## config.mk

```make
export PLATFORM = sky130hd
export DESIGN_NAME = nec_ir_frame_transmitter_core
export DESIGN_NICKNAME = d
export VERILOG_FILES = /design/src/hdl/nirt_pkg.sv /design/src/hdl/nirt_cfg_regs.sv /design/src/hdl/nirt_in_stage.sv /design/src/hdl/nirt_engine.sv /design/src/hdl/nirt_out_stage.sv /design/src/hdl/nec_ir_frame_transmitter_core.sv
export SDC_FILE = /design/constraint.sdc
export NUM_CORES = 1
export LEC_CHECK = 0
export ABC_AREA = 0
export BUFFER_PORTS_ARGS = -buffer_cell sky130_fd_sc_hd__clkbuf_2
export CAP_MARGIN = 40
export CORE_MARGIN = 3
export CORE_UTILIZATION = 45
export CTS_CLUSTER_DIAMETER = 80
export DETAILED_ROUTE_END_ITERATION = 7
export GPL_TIMING_DRIVEN = 0
export PLACE_DENSITY_LB_ADDON = 0.05
export SYNTH_ARGS = -nofsm -noshare
export SYNTH_HDL_FRONTEND = slang
export SYNTH_SLANG_ARGS = --single-unit
```

## constraint.sdc

```tcl
create_clock -name clk -period 4.24 [get_ports clk]
set_input_delay 0.424 -clock clk [delete_from_list [all_inputs] [get_ports clk]]
set_output_delay 0.424 -clock clk [all_outputs]
set_load 0.02 [all_outputs]
```

## src/hdl/nirt_pkg.sv

```systemverilog
// Shared types and constants for the NEC infrared frame transmitter
package nirt_pkg;

  localparam int LenW    = 10;
  localparam int CfgIdxW = 3;
  localparam int BitPosW = 6;
  localparam int FrameW  = 32;

  localparam logic [BitPosW-1:0] FrameBits = BitPosW'(FrameW);

  localparam logic [CfgIdxW-1:0] CFG_LEADER_BURST = 3'd0;
  localparam logic [CfgIdxW-1:0] CFG_LEADER_PAUSE = 3'd1;
  localparam logic [CfgIdxW-1:0] CFG_BIT_BURST    = 3'd2;
  localparam logic [CfgIdxW-1:0] CFG_ONE_PAUSE    = 3'd3;
  localparam logic [CfgIdxW-1:0] CFG_ZERO_PAUSE   = 3'd4;

  localparam logic [LenW-1:0] RST_LEADER_BURST = 10'd342;
  localparam logic [LenW-1:0] RST_LEADER_PAUSE = 10'd171;
  localparam logic [LenW-1:0] RST_BIT_BURST    = 10'd22;
  localparam logic [LenW-1:0] RST_ONE_PAUSE    = 10'd64;
  localparam logic [LenW-1:0] RST_ZERO_PAUSE   = 10'd21;

  localparam logic [1:0] STAT_NONE   = 2'd0;
  localparam logic [1:0] STAT_ACCEPT = 2'd1;
  localparam logic [1:0] STAT_REJECT = 2'd2;

  localparam logic REQ_TICK = 1'b0;
  localparam logic REQ_SEND = 1'b1;

  typedef enum logic [5:0] {
    PH_IDLE       = 6'b000001,
    PH_LEAD_BURST = 6'b000010,
    PH_LEAD_PAUSE = 6'b000100,
    PH_BIT_BURST  = 6'b001000,
    PH_BIT_PAUSE  = 6'b010000,
    PH_TERM_BURST = 6'b100000
  } phase_t;

  typedef struct packed {
    logic       req_type;
    logic [7:0] address_byte;
    logic [7:0] command_byte;
  } item_t;

  typedef struct packed {
    logic       burst_on;
    logic       busy_res;
    logic [1:0] request_status;
    logic       frame_done;
  } res_t;

  typedef struct packed {
    logic [LenW-1:0] leader_burst;
    logic [LenW-1:0] leader_pause;
    logic [LenW-1:0] bit_burst;
    logic [LenW-1:0] one_pause;
    logic [LenW-1:0] zero_pause;
  } cfg_t;

endpackage

```

## src/hdl/nirt_cfg_regs.sv

```systemverilog
// Burst and pause length registers with their write port
module nirt_cfg_regs (
  input  logic                          clk,
  input  logic                          rst_n,
  input  logic                          cfg_valid,
  output logic                          cfg_ready,
  input  logic [nirt_pkg::CfgIdxW-1:0]  cfg_index,
  input  logic [nirt_pkg::LenW-1:0]     cfg_wdata,
  output nirt_pkg::cfg_t                cfg
);

  nirt_pkg::cfg_t cfg_r;

  assign cfg_ready = 1'b1;
  assign cfg      = cfg_r;

  always_ff @(posedge clk) begin
    if (!rst_n) begin
      cfg_r.leader_burst <= nirt_pkg::RST_LEADER_BURST;
      cfg_r.leader_pause <= nirt_pkg::RST_LEADER_PAUSE;
      cfg_r.bit_burst    <= nirt_pkg::RST_BIT_BURST;
      cfg_r.one_pause    <= nirt_pkg::RST_ONE_PAUSE;
      cfg_r.zero_pause   <= nirt_pkg::RST_ZERO_PAUSE;
    end else if (cfg_valid) begin
      case (cfg_index)
        nirt_pkg::CFG_LEADER_BURST: cfg_r.leader_burst <= cfg_wdata;
        nirt_pkg::CFG_LEADER_PAUSE: cfg_r.leader_pause <= cfg_wdata;
        nirt_pkg::CFG_BIT_BURST:    cfg_r.bit_burst    <= cfg_wdata;
        nirt_pkg::CFG_ONE_PAUSE:    cfg_r.one_pause    <= cfg_wdata;
        nirt_pkg::CFG_ZERO_PAUSE:   cfg_r.zero_pause   <= cfg_wdata;
        default: ;
      endcase
    end
  end

endmodule

```

## src/hdl/nirt_in_stage.sv

```systemverilog
// Input register holding one accepted item
module nirt_in_stage (
  input  logic           clk,
  input  logic           rst_n,
  input  logic           in_valid,
  output logic           in_ready,
  input  nirt_pkg::item_t in_item,
  input  logic           advance,
  output logic           item_vld,
  output nirt_pkg::item_t item
);

  logic            vld_r;
  nirt_pkg::item_t item_r;

  assign in_ready = !vld_r || advance;
  assign item_vld = vld_r;
  assign item     = item_r;

  always_ff @(posedge clk) begin
    if (!rst_n) begin
      vld_r <= 1'b0;
    end else if (in_ready) begin
      vld_r <= in_valid;
    end
  end

  always_ff @(posedge clk) begin
    if (in_valid && in_ready) begin
      item_r <= in_item;
    end
  end

endmodule

```

## src/hdl/nirt_engine.sv

```systemverilog
// Frame sequencer: phase, period count, bit position and frame word
module nirt_engine (
  input  logic            clk,
  input  logic            rst_n,
  input  logic            go,
  input  nirt_pkg::item_t item,
  input  nirt_pkg::cfg_t  cfg,
  output nirt_pkg::res_t  res
);

  nirt_pkg::phase_t                 phase_r, phase_nxt;
  logic [nirt_pkg::LenW-1:0]        count_r, count_nxt;
  logic [nirt_pkg::BitPosW-1:0]     bitpos_r, bitpos_nxt;
  logic [nirt_pkg::FrameW-1:0]      frame_r, frame_nxt;
  logic [nirt_pkg::LenW-1:0]        len;
  logic [nirt_pkg::LenW:0]          count_inc;
  logic [nirt_pkg::BitPosW-1:0]     bitpos_inc;
  logic                             active;
  logic                             phase_end;

  assign active     = (phase_r != nirt_pkg::PH_IDLE);
  assign count_inc  = {1'b0, count_r} + {{nirt_pkg::LenW{1'b0}}, 1'b1};
  assign phase_end  = (count_inc >= {1'b0, len});
  assign bitpos_inc = bitpos_r + {{(nirt_pkg::BitPosW-1){1'b0}}, 1'b1};

  always_comb begin
    case (phase_r)
      nirt_pkg::PH_LEAD_BURST: len = cfg.leader_burst;
      nirt_pkg::PH_LEAD_PAUSE: len = cfg.leader_pause;
      nirt_pkg::PH_BIT_BURST:  len = cfg.bit_burst;
      nirt_pkg::PH_TERM_BURST: len = cfg.bit_burst;
      nirt_pkg::PH_BIT_PAUSE:  len = frame_r[bitpos_r[4:0]] ? cfg.one_pause : cfg.zero_pause;
      default:                 len = {{(nirt_pkg::LenW-1){1'b0}}, 1'b1};
    endcase
  end

  always_comb begin
    phase_nxt  = phase_r;
    count_nxt  = count_r;
    bitpos_nxt = bitpos_r;
    frame_nxt  = frame_r;
    res        = '0;
    if (go) begin
      if (item.req_type == nirt_pkg::REQ_SEND) begin
        res.busy_res = 1'b1;
        if (active) begin
          res.request_status = nirt_pkg::STAT_REJECT;
        end else begin
          res.request_status = nirt_pkg::STAT_ACCEPT;
          frame_nxt  = {~item.command_byte, item.command_byte,
                        ~item.address_byte, item.address_byte};
          count_nxt  = '0;
          bitpos_nxt = '0;
          phase_nxt  = nirt_pkg::PH_LEAD_BURST;
        end
      end else if (active) begin
        res.busy_res = 1'b1;
        res.burst_on = (phase_r == nirt_pkg::PH_LEAD_BURST) ||
                       (phase_r == nirt_pkg::PH_BIT_BURST) ||
                       (phase_r == nirt_pkg::PH_TERM_BURST);
        if (phase_end) begin
          count_nxt = '0;
          case (phase_r)
            nirt_pkg::PH_LEAD_BURST: phase_nxt = nirt_pkg::PH_LEAD_PAUSE;
            nirt_pkg::PH_LEAD_PAUSE: phase_nxt = nirt_pkg::PH_BIT_BURST;
            nirt_pkg::PH_BIT_BURST:  phase_nxt = nirt_pkg::PH_BIT_PAUSE;
            nirt_pkg::PH_BIT_PAUSE: begin
              bitpos_nxt = bitpos_inc;
              phase_nxt  = (bitpos_inc >= nirt_pkg::FrameBits) ?
                           nirt_pkg::PH_TERM_BURST : nirt_pkg::PH_BIT_BURST;
            end
            default: begin
              phase_nxt      = nirt_pkg::PH_IDLE;
              bitpos_nxt     = '0;
              res.frame_done = 1'b1;
            end
          endcase
        end else begin
          count_nxt = count_inc[nirt_pkg::LenW-1:0];
        end
      end
    end
  end

  always_ff @(posedge clk) begin
    if (!rst_n) begin
      phase_r  <= nirt_pkg::PH_IDLE;
      count_r  <= '0;
      bitpos_r <= '0;
      frame_r  <= '0;
    end else begin
      phase_r  <= phase_nxt;
      count_r  <= count_nxt;
      bitpos_r <= bitpos_nxt;
      frame_r  <= frame_nxt;
    end
  end

endmodule

```

## src/hdl/nirt_out_stage.sv

```systemverilog
// Result register facing the output channel
module nirt_out_stage (
  input  logic           clk,
  input  logic           rst_n,
  input  logic           load,
  input  nirt_pkg::res_t res,
  output logic           room,
  output logic           out_valid,
  input  logic           out_ready,
  output nirt_pkg::res_t out_res
);

  logic           vld_r;
  nirt_pkg::res_t res_r;

  assign room      = !vld_r || out_ready;
  assign out_valid = vld_r;
  assign out_res   = res_r;

  always_ff @(posedge clk) begin
    if (!rst_n) begin
      vld_r <= 1'b0;
    end else if (room) begin
      vld_r <= load;
    end
  end

  always_ff @(posedge clk) begin
    if (load) begin
      res_r <= res;
    end
  end

endmodule

```

## src/hdl/nec_ir_frame_transmitter_core.sv

```systemverilog
// Top level of the NEC infrared frame transmitter (burst envelope)
//
// Input channel (in_valid/in_ready): in_req_type 1 is a send request with
// in_address_byte and in_command_byte; in_req_type 0 is one carrier-period
// tick. Every transfer in yields exactly one result transfer out.
// Output channel (out_valid/out_ready): out_burst_on, out_busy_res,
// out_request_status (0 none, 1 accepted, 2 rejected while busy), out_frame_done.
// Config channel (cfg_valid/cfg_ready, always ready): cfg_index 0..4 selects
// leader burst, leader pause, bit burst, one pause, zero pause lengths in
// ticks; other indexes are dropped. Write only while idle.
// A result passes through the input register, then the result register.
// Throughput: one item per cycle while out_ready is high, set by the
// phase/counter update that the sequencer makes for every item.
// Reset (rst_n low, synchronous) returns to idle, clears the frame state and
// loads the default lengths 342/171/22/64/21.
// When out_ready is low the result register holds; one more item is taken
// into the input register, then in_ready drops until the result is taken.
module nec_ir_frame_transmitter_core (
  input  logic                          clk,
  input  logic                          rst_n,
  input  logic                          in_valid,
  output logic                          in_ready,
  input  logic                          in_req_type,
  input  logic [7:0]                    in_address_byte,
  input  logic [7:0]                    in_command_byte,
  output logic                          out_valid,
  input  logic                          out_ready,
  output logic                          out_burst_on,
  output logic                          out_busy_res,
  output logic [1:0]                    out_request_status,
  output logic                          out_frame_done,
  input  logic                          cfg_valid,
  output logic                          cfg_ready,
  input  logic [nirt_pkg::CfgIdxW-1:0]  cfg_index,
  input  logic [nirt_pkg::LenW-1:0]     cfg_wdata
);

  nirt_pkg::item_t in_item;
  nirt_pkg::item_t item;
  nirt_pkg::cfg_t  cfg;
  nirt_pkg::res_t  res;
  nirt_pkg::res_t  out_res;
  logic            item_vld;
  logic            room;
  logic            go;

  assign in_item.req_type     = in_req_type;
  assign in_item.address_byte = in_address_byte;
  assign in_item.command_byte = in_command_byte;
  assign go = item_vld && room;

  nirt_cfg_regs u_cfg (
    .clk       (clk),
    .rst_n     (rst_n),
    .cfg_valid (cfg_valid),
    .cfg_ready (cfg_ready),
    .cfg_index (cfg_index),
    .cfg_wdata (cfg_wdata),
    .cfg       (cfg)
  );

  nirt_in_stage u_in (
    .clk      (clk),
    .rst_n    (rst_n),
    .in_valid (in_valid),
    .in_ready (in_ready),
    .in_item  (in_item),
    .advance  (go),
    .item_vld (item_vld),
    .item     (item)
  );

  nirt_engine u_engine (
    .clk   (clk),
    .rst_n (rst_n),
    .go    (go),
    .item  (item),
    .cfg   (cfg),
    .res   (res)
  );

  nirt_out_stage u_out (
    .clk       (clk),
    .rst_n     (rst_n),
    .load      (go),
    .res       (res),
    .room      (room),
    .out_valid (out_valid),
    .out_ready (out_ready),
    .out_res   (out_res)
  );

  assign out_burst_on       = out_res.burst_on;
  assign out_busy_res       = out_res.busy_res;
  assign out_request_status = out_res.request_status;
  assign out_frame_done     = out_res.frame_done;

endmodule

```

-- Yosys cells after proc, flatten, opt, wreduce, memory -nomap -nowiden
Index checks and enable logic that the tools add are counted.
- flip-flop bits (word level): 128
- input bits: 35
- logic and storage cells: 86
- add/subtract/negate cells: 2
- magnitude comparators: 3
- eq/ne operators: 12
- muxes and demuxes: 22
- bitwise operators: 4
- reductions and logical operators: 25
- operators with widths (operator ; number):
    $mux 6 ; 9
    $mux 10 ; 5
    $pmux 10 s4 ; 1
    $pmux 6 s4 ; 1
    $not 8->8 ; 2
    $pmux 6 s2 ; 1
    $add 10x1->11 const B ; 1
    $ge 11x10->1 ; 1
    $reduce_and 2->1 ; 5
    $add 6x1->6 const B ; 1
    $eq 3x2->1 const B ; 2
    $eq 6x2->1 const B ; 1
    $eq 6x3->1 const B ; 1
    $eq 6x4->1 const B ; 1
    $eq 6x5->1 const B ; 1
    $eq 6x6->1 const B ; 1
    $ge 6x6->1 const B ; 1
    $lt 5x6->1 const B ; 1
    $ne 6x1->1 const B ; 1
    $reduce_and 3->1 ; 2
    $reduce_or 3->1 ; 2
    $bmux 1 s5 ; 1
    $reduce_and 5->1 ; 1
    $logic_or 1x1->1 ; 4
    other kinds (14) ; 21

-- Logic depth before layout (Yosys ltp)
Gate-level depths: netlist (run 1).
- depth in word-level cells: 8
- mapped depth: 15
- gate-level depth less buffers: 13

-- Cells and area by module
Synthesis (run 1) repeated with hierarchy kept, for this count alone.
- cells, all modules: 621
- area, all modules: 6164.7 um^2
- by module, submodules not included (module ; times used ; cells each ; area an instance (um^2) ; sequential area each (um^2)):
    nirt_engine ; 1 ; 399 ; 3425.8 ; 1081.0
    nirt_cfg_regs ; 1 ; 190 ; 1965.6 ; 1001.0
    nirt_in_stage ; 1 ; 22 ; 568.0 ; 530.5
    nirt_out_stage ; 1 ; 9 ; 198.9 ; 170.2
    nec_ir_frame_transmitter_core ; 1 ; 1 ; 6.3 ; 0.0

-- Worst setup path before layout (run 1)
No wires, ideal clock.
- kind: register to register
- from: reg u_engine.bitpos_r[1] (netlist name)
- to: reg u_engine.bitpos_r[5] (netlist name)
- setup time: 0.132 ns
- data arrival time: 3.407 ns
- required time: 4.108 ns
- slack: 0.700 ns
- cell stages (with the launch flop): 16
- period minus slack after synthesis: 3.540 ns
- cell sequence: dfxtp_1 -> buf_6 -> mux4_1 -> mux2_2 -> nand3_2 -> nand4_2 -> buf_6 -> mux2i_1 -> o21a_1 -> ha_1 -> a21o_1 -> a221o_1 -> a41o_1 -> a211oi_2 -> nand4b_1 -> a21oi_1
- longest elaborated chain between the ends: 7
- elaborated cells on any way between the ends: 12
- RTL lines (what ; RTL line ; source):
    from (decl) ; nirt_engine.sv:13 ; logic [nirt_pkg::BitPosW-1:0] bitpos_r, bitpos_nxt;
    from (signal assigned) ; nirt_engine.sv:94 ; bitpos_r <= bitpos_nxt;
    $bmux 1 s5 ; nirt_engine.sv:32 ; nirt_pkg::PH_BIT_PAUSE: len = frame_r[bitpos_r[4:0]] ? cfg.one_pause : cfg.zero_pause;
    $mux 1 (not written as such) ; nirt_engine.sv:32 ;
    $mux 10 ; nirt_engine.sv:32 ;
    $pmux 10 s4 ; nirt_engine.sv:27 ; case (phase_r)
    $ge 11x10->1 ; nirt_engine.sv:23 ; assign phase_end = (count_inc >= {1'b0, len});
    $reduce_bool 2->1 (no source line) ; - ;
    $reduce_and 5->1 (no source line) ; - ;
Several ways; a longest one is shown, not always the timed one. The select of a mux whose other input is x is not followed.
A chain may end at the register's enable or synchronous reset.

-- Final worst setup path (run 1)
Ends and elaborated chain as after synthesis.

==> impl_metrics.yaml, run 1 <==
clock_network:
  root_buffer: "clkbuf_16"
  h-tree-depth: 4
  path_clk_slew_ns: 0.06
  clk-insertion-delay-late_ns: 0.42
  cts_buffer_depth: 2
  cts_buffers: 17
  cts_tree: "built"
  cts.sinks: 128
job:
  cap_violations: 0
logic_synthesis:
  yosysMostFrequentCell: "nand2_1"
  avgSynthCellArea_sq_um: 8.83
  ys.flop_type: "dfxtp_1"
  synth_area_leaders: "dfxtp_1 37%, edfxtp_1 11%, nand2_1 10%, a21oi_1 6.3%, ha_1 2.8%"
  synth_commonest_cells: "160 x nand2_1, 106 x dfxtp_1, 73 x a21oi_1, 35 x nor2_1, 32 x nand3_1"
  synth-edff-count: 22
  synth_top_area_cell: "dfxtp_1"
  synth_top_area_share: 0.367
  syn_inst: 656
  yosysWarnings: 0
  async_flop_share: 0
  ys_types: 54
  synthAdderAreaFrac: 0.0281
  yosys.area_share.simple: 0.226
  synth.area.mux_share: 0.0547
  synth-xor-area-share: 0.0318
  syn_area_sq_um: 5790
  synth_top_family_by_area: "simple AND/OR/NAND/NOR gates"
  syn_nets: 704
  ys_seq_area_frac: 0.481
  ys_ff_latch: 128
  synth_compound_area_frac: 0.140
floorplanning:
  dieArea_sq_um: 14300
  core_area_sq_um: 12300
  fp.dieH_um: 119
  die_w_um: 119
  start_util: 0.470
  num_io_pins: 43
  rows: 40
timing:
  finalMaxSlewViolations: 0
  slew_headroom: 0.441
  report.final.hold_viol_count: 0
  fmax_mhz: 247
  post-route-min-period_ns: 4.04
  tightest_slew_ns: 0.835
  rsz0062_at_grt: "no"
  setup_viol: 0
  finClkSkew_ns: 0.00906
  fin_hold_ws_ns: 0.172
  tns_ns: 0
  fin_crit_sh: 0.953
layout:
  area_delta_synth_final_pct: 18.5
  antenna_cells: 0
  drive_gt1_frac: 0.143
  design_area_sq_um: 6860
  fin_util: 0.557
  layout.nets: 764
  fill_cells: 1170
  seqCellArea_sq_um: 2780
  multi_input_comb_area_sq_um: 2800
drt:
  met3_wirelength_um: 814
  routed_via_density: 5.42
  ant_nets: 0
  first_pass_iters: 6
  wl_per_cell_um: 16.3
  wl_met1_um: 7280
  met2_length_um: 6410
  drt_iter0_markers: 466
  routed_wl_um: 14700
  top_layer: "met4"
  via_count: 4860
  drc_errors: 0
power_and_ir_drop:
  combPwrFrac: 0.064
  power_mw: 3.01
  p_leak_nw: 2.55
  powerDensity_nw_per_um2: 439
  p_seq_frac: 0.431
  p_sw_frac: 0.235
  clockPowerShare: 0.506
  p_int_mw: 2.31
  peakVddDrop_mv: 0.338
  switchingPower_mw: 0.707
worst_setup_path:
  critical_path_arrival_ns: 4.32
  crit_top_cell: "buf_6"
  critPathMaxStageDelay_ns: 0.58
  cp_max_fo: 10
  path_cells: "buf_6 -> mux4_1 -> mux2_2 -> nand3_2 -> nand4_2 -> buf_6 -> mux2i_1 -> o21a_1 -> ha_1 -> a21o_1 -> a221o_1 -> a41o_1 -> a211oi_4 -> buf_4 -> nand4b_1 -> a21oi_1"
  crit_path_start_kind: "flop"
  crit_required_ns: 4.52
  cpMaxStageDelayCell: "mux4_1"
  end_kind: "flop"
  crit_type: "reg -> reg"
place:
  place_area_sq_um: 6200
  gp_congestion: 0.865
  port_buffers: 40
  place_hpwl_um: 10100
grt:
  antenna_found_initial: 0
  grt_pass1_vias: 4638
  grt_overflow: 0
  grt_pass1_wl_um: 24000
  track_usage: 0.215
  grt_max_degree: 18
status:
  status: "finished, final reports clean"
worst_hold_path:
  min_path_type: "in -> reg"
stage by stage:
stage                     std cells  worst slack, ns
final                           897            0.198
after CTS                       896           0.0746
after global routing            897           0.0295
after global placement          864            0.154
after detailed placement        864            0.104
after floorplan                 656            0.700
per-layer routing:
metal	up-vias	GRT usage
li1	2413	-
met1	2306	0.307
met2	123	0.316
met3	18	0.0579
met4	0	0.0666
met5	-	0
power by group through the flow:
stage	clock network, mW	logic, mW	registers (mW)
after global placement	0	0.183	1.32
after global routing	1.60	0.215	1.30
after CTS	1.55	0.188	1.30
after floorplan	0	0.116	1.32
after detailed placement	0	0.187	1.32
final	1.52	0.192	1.30
worst paths after layout:
path | start | endpoint | slack, ns | cells past startpoint
worst min register to register | u_cfg.cfg[11] | u_cfg.cfg[11] | 0.45 | 2
worst max-delay path | u_engine.bitpos_r[1] | u_engine.bitpos_r[5] | 0.20 | 16
worst max register to register | u_engine.bitpos_r[1] | u_engine.bitpos_r[5] | 0.20 | 16
worst min-delay path | in_address_byte[2] | u_in.item[10] | 0.17 | 1
cells in the final DEF (no fill, tap or decap), types with 4 or more instances in the layout:
cell type,count
a21oi_1,72
a222oi_1,9
and3_1,7
buf_2,9
buf_6,4
clkbuf_1,28
clkbuf_16,19
clkbuf_2,40
clkinvlp_4,4
dfxtp_1,105
edfxtp_1,22
ha_1,13
inv_6,4
mux2i_1,14
mux4_2,4
nand2_1,160
nand2b_1,15
nand3_1,32
nor2_1,34
nor2b_1,8
nor3_1,5
o21a_1,10
o21ai_0,25
or4_1,5
xnor2_1,9
xor2_1,12
kinds of logic after synthesis:
family	count (synthesis)
buffers and inverters	46
other	1
and+or+nand+nor	288
DFF	128
muxes	23
adders and majority gates	13
AOI/OAI and AO/OA	136
xor gates and xnor gates	21
repair_timing:
action,4_1_cts,5_1_grt
buffers inserted,0,1
endpoints found under the setup margin,0,18
gates resized for setup,0,7
hold buffers,0,0
sequential cells by signal, indices dropped and copies added (netlist names):
register and count:
u_in.item_vld 1, u_cfg.cfg 50, u_engine.count_r 10, u_out.out_res 5, u_in.item 17, u_engine.bitpos_r 6
u_engine.frame_r 32, u_out.out_valid 1, u_engine.phase_r 6
cell type report:
| cell class | count | share of cell area |
|---|---|---|
| sequential | 128 | 0.406 |
| tap | 168 | 0.0306 |
| clock buffer | 20 | 0.0713 |
| clock inverter | 12 | 0.0208 |
| timing repair buffer | 41 | 0.0303 |
| buffer | 43 | 0.0306 |
| inverter | 3 | 0.00164 |
| multi-input combinational | 482 | 0.409 |
worst max-delay path: cells and delay by family (launching register included):
kind                     cells  cell delay, ns
buffers and inverters        3            0.52
AO/OA/AOI/OAI                6            1.25
multiplexers                 3            1.17
adder cells (fa/ha/maj)      1            0.26
flip-flops                   1            0.36
AND/OR/NAND/NOR              3            0.32
No activity file was read; power rests on OpenSTA's default activity.
==> run 2: changes to the inputs <==
Settings changed: BUFFER_PORTS_ARGS -buffer_cell sky130_fd_sc_hd__clkbuf_2 to unset, DONT_BUFFER_PORTS set to 1.
==> impl_metrics.yaml, run 2 (synthesized netlist as in run 1, its figures left out) <==
layout:
  final_cell_mix: "160 x nand2_1, 106 x dfxtp_1, 72 x a21oi_1, 34 x nor2_1, 32 x nand3_1"
  design_area_sq_um: 6620
  area_delta_synth_final_pct: 14.4
  antenna_cells: 0
  fill_cells: 1137
  layout.nets: 724
  drive_gt1_frac: 0.0885
  final_common_cell: "nand2_1"
  largest_reg_flops: 50
worst_setup_path:
  r2r-start: "u_engine.bitpos_r[1]"
  critPathMaxStageDelay_ns: 0.58
  crit_type: "reg -> reg"
  cpMaxStageDelayCell: "mux4_1"
  startpoint: "u_engine.bitpos_r[1]"
  path_cells: "buf_6 -> mux4_1 -> mux2_2 -> nand3_2 -> nand4_2 -> buf_6 -> mux2i_1 -> o21ai_0 -> ha_1 -> nor2b_1 -> o21ai_0 -> a41o_1 -> a211oi_4 -> buf_4 -> or4_1 -> a21oi_1"
  end_kind: "flop"
  crit_required_ns: 4.58
  critical_path_arrival_ns: 4.35
  cp_max_fo: 10
  crit_path_start_kind: "flop"
drt:
  drc_errors: 0
  wl_per_cell_um: 16.8
  ant_nets: 0
  routed_wl_um: 14400
  via_count: 4645
  drt_iter0_markers: 484
  routed_via_density: 5.42
  first_pass_iters: 5
grt:
  grt_max_degree: 18
  grt_pass1_vias: 4376
  track_usage: 0.209
  antenna_found_initial: 0
  grt_pass1_wl_um: 23200
  grt_overflow: 0
clock_network:
  cts_tree: "built"
  clk-insertion-delay-late_ns: 0.42
  path_clk_slew_ns: 0.06
  cts_buffer_depth: 2
  cts_buffers: 17
  hold_buffers: 0
  cts.sinks: 128
  root_buffer: "clkbuf_16"
  h-tree-depth: 4
timing:
  finalMaxSlewViolations: 0
  setup_viol: 0
  slew_headroom: 0.476
  fmax_mhz: 249
  fin_crit_sh: 0.946
  rsz0062_at_grt: "no"
  tightest_slew_ns: 0.783
  report.final.hold_viol_count: 0
  post-route-min-period_ns: 4.01
  tns_ns: 0
  finClkSkew_ns: 0.00680
worst_hold_path:
  hp-start: "in_address_byte[5]"
  min_path_type: "in -> reg"
floorplanning:
  dieArea_sq_um: 14300
  start_util: 0.470
  core_area_sq_um: 12300
  fp.dieH_um: 119
  rows: 40
  num_io_pins: 43
  die_w_um: 119
job:
  cap_violations: 0
power_and_ir_drop:
  peakVddDrop_mv: 0.405
  p_leak_nw: 2.38
  powerDensity_nw_per_um2: 441
place:
  place_hpwl_um: 9860
  place_area_sq_um: 6000
  port_buffers: 0
  gp_congestion: 0.839
status:
  status: "finished, final reports clean"
run 2: repair_timing:
item,CTS,global route
buffers inserted,0,1
gates resized for setup,0,5
setup endpoints to repair,0,18
run 2: final cells by class:
cell class / instances / area, sq um / area share
Clock inverter: 13 / 133 / 0.0200
Sequential cell: 128 / 2780 / 0.420
Inverter: 3 / 11.3 / 0.00170
Tap cell: 168 / 210 / 0.0317
Timing Repair Buffer: 1 / 7.51 / 0.00113
Multi-Input combinational cell: 482 / 2800 / 0.423
Buffer: 43 / 213 / 0.0321
Clock buffer: 19 / 464 / 0.0701
run 2: metal layers:
layer  global-route usage  wire [um]
met5                    0          0
met4               0.0551         95
met3               0.0603        993
met2                0.303       6240
met1                0.306       7090
run 2: path summary, 6_finish.rpt:
check	slack (ns)	to	cells after the start
hold reg to reg	0.45	u_engine.frame_r[29]	2
setup / recovery	0.23	u_engine.bitpos_r[2]	16
setup reg to reg	0.23	u_engine.bitpos_r[2]	16
hold / removal	0.10	u_in.item[13]	0
run 2: critical path: cells and delay by family (launching register included):
family	cells	cell delay, ns
compound gates	5	0.94
buf+inv	3	0.50
flops	1	0.35
simple gates	4	0.70
fa+ha+maj	1	0.30
mux	3	1.13
run 2: power breakdown:
part | internal (mW) | switching [mW]
combinational | 0.0552 | 0.106
sequential | 1.28 | 0.0230
clock | 0.913 | 0.544
run 2: through the flow:
| step | hold slack (ns) | util | power, mW | instances | setup slack, ns |
|---|---|---|---|---|---|
| 2_1_floorplan | 0.432 | - | 1.44 | 656 | 0.700 |
| 3_3_place_gp | 0.441 | 0.487 | 1.48 | 824 | 0.167 |
| 3_5_place_dp | 0.447 | 0.487 | 1.48 | 824 | 0.112 |
| 4_1_cts | 0.0793 | 0.536 | 2.94 | 856 | 0.0718 |
| 5_1_grt | 0.0746 | 0.538 | 3.03 | 857 | 0.00345 |
| 6_report | 0.101 | 0.538 | 2.92 | 857 | 0.231 |
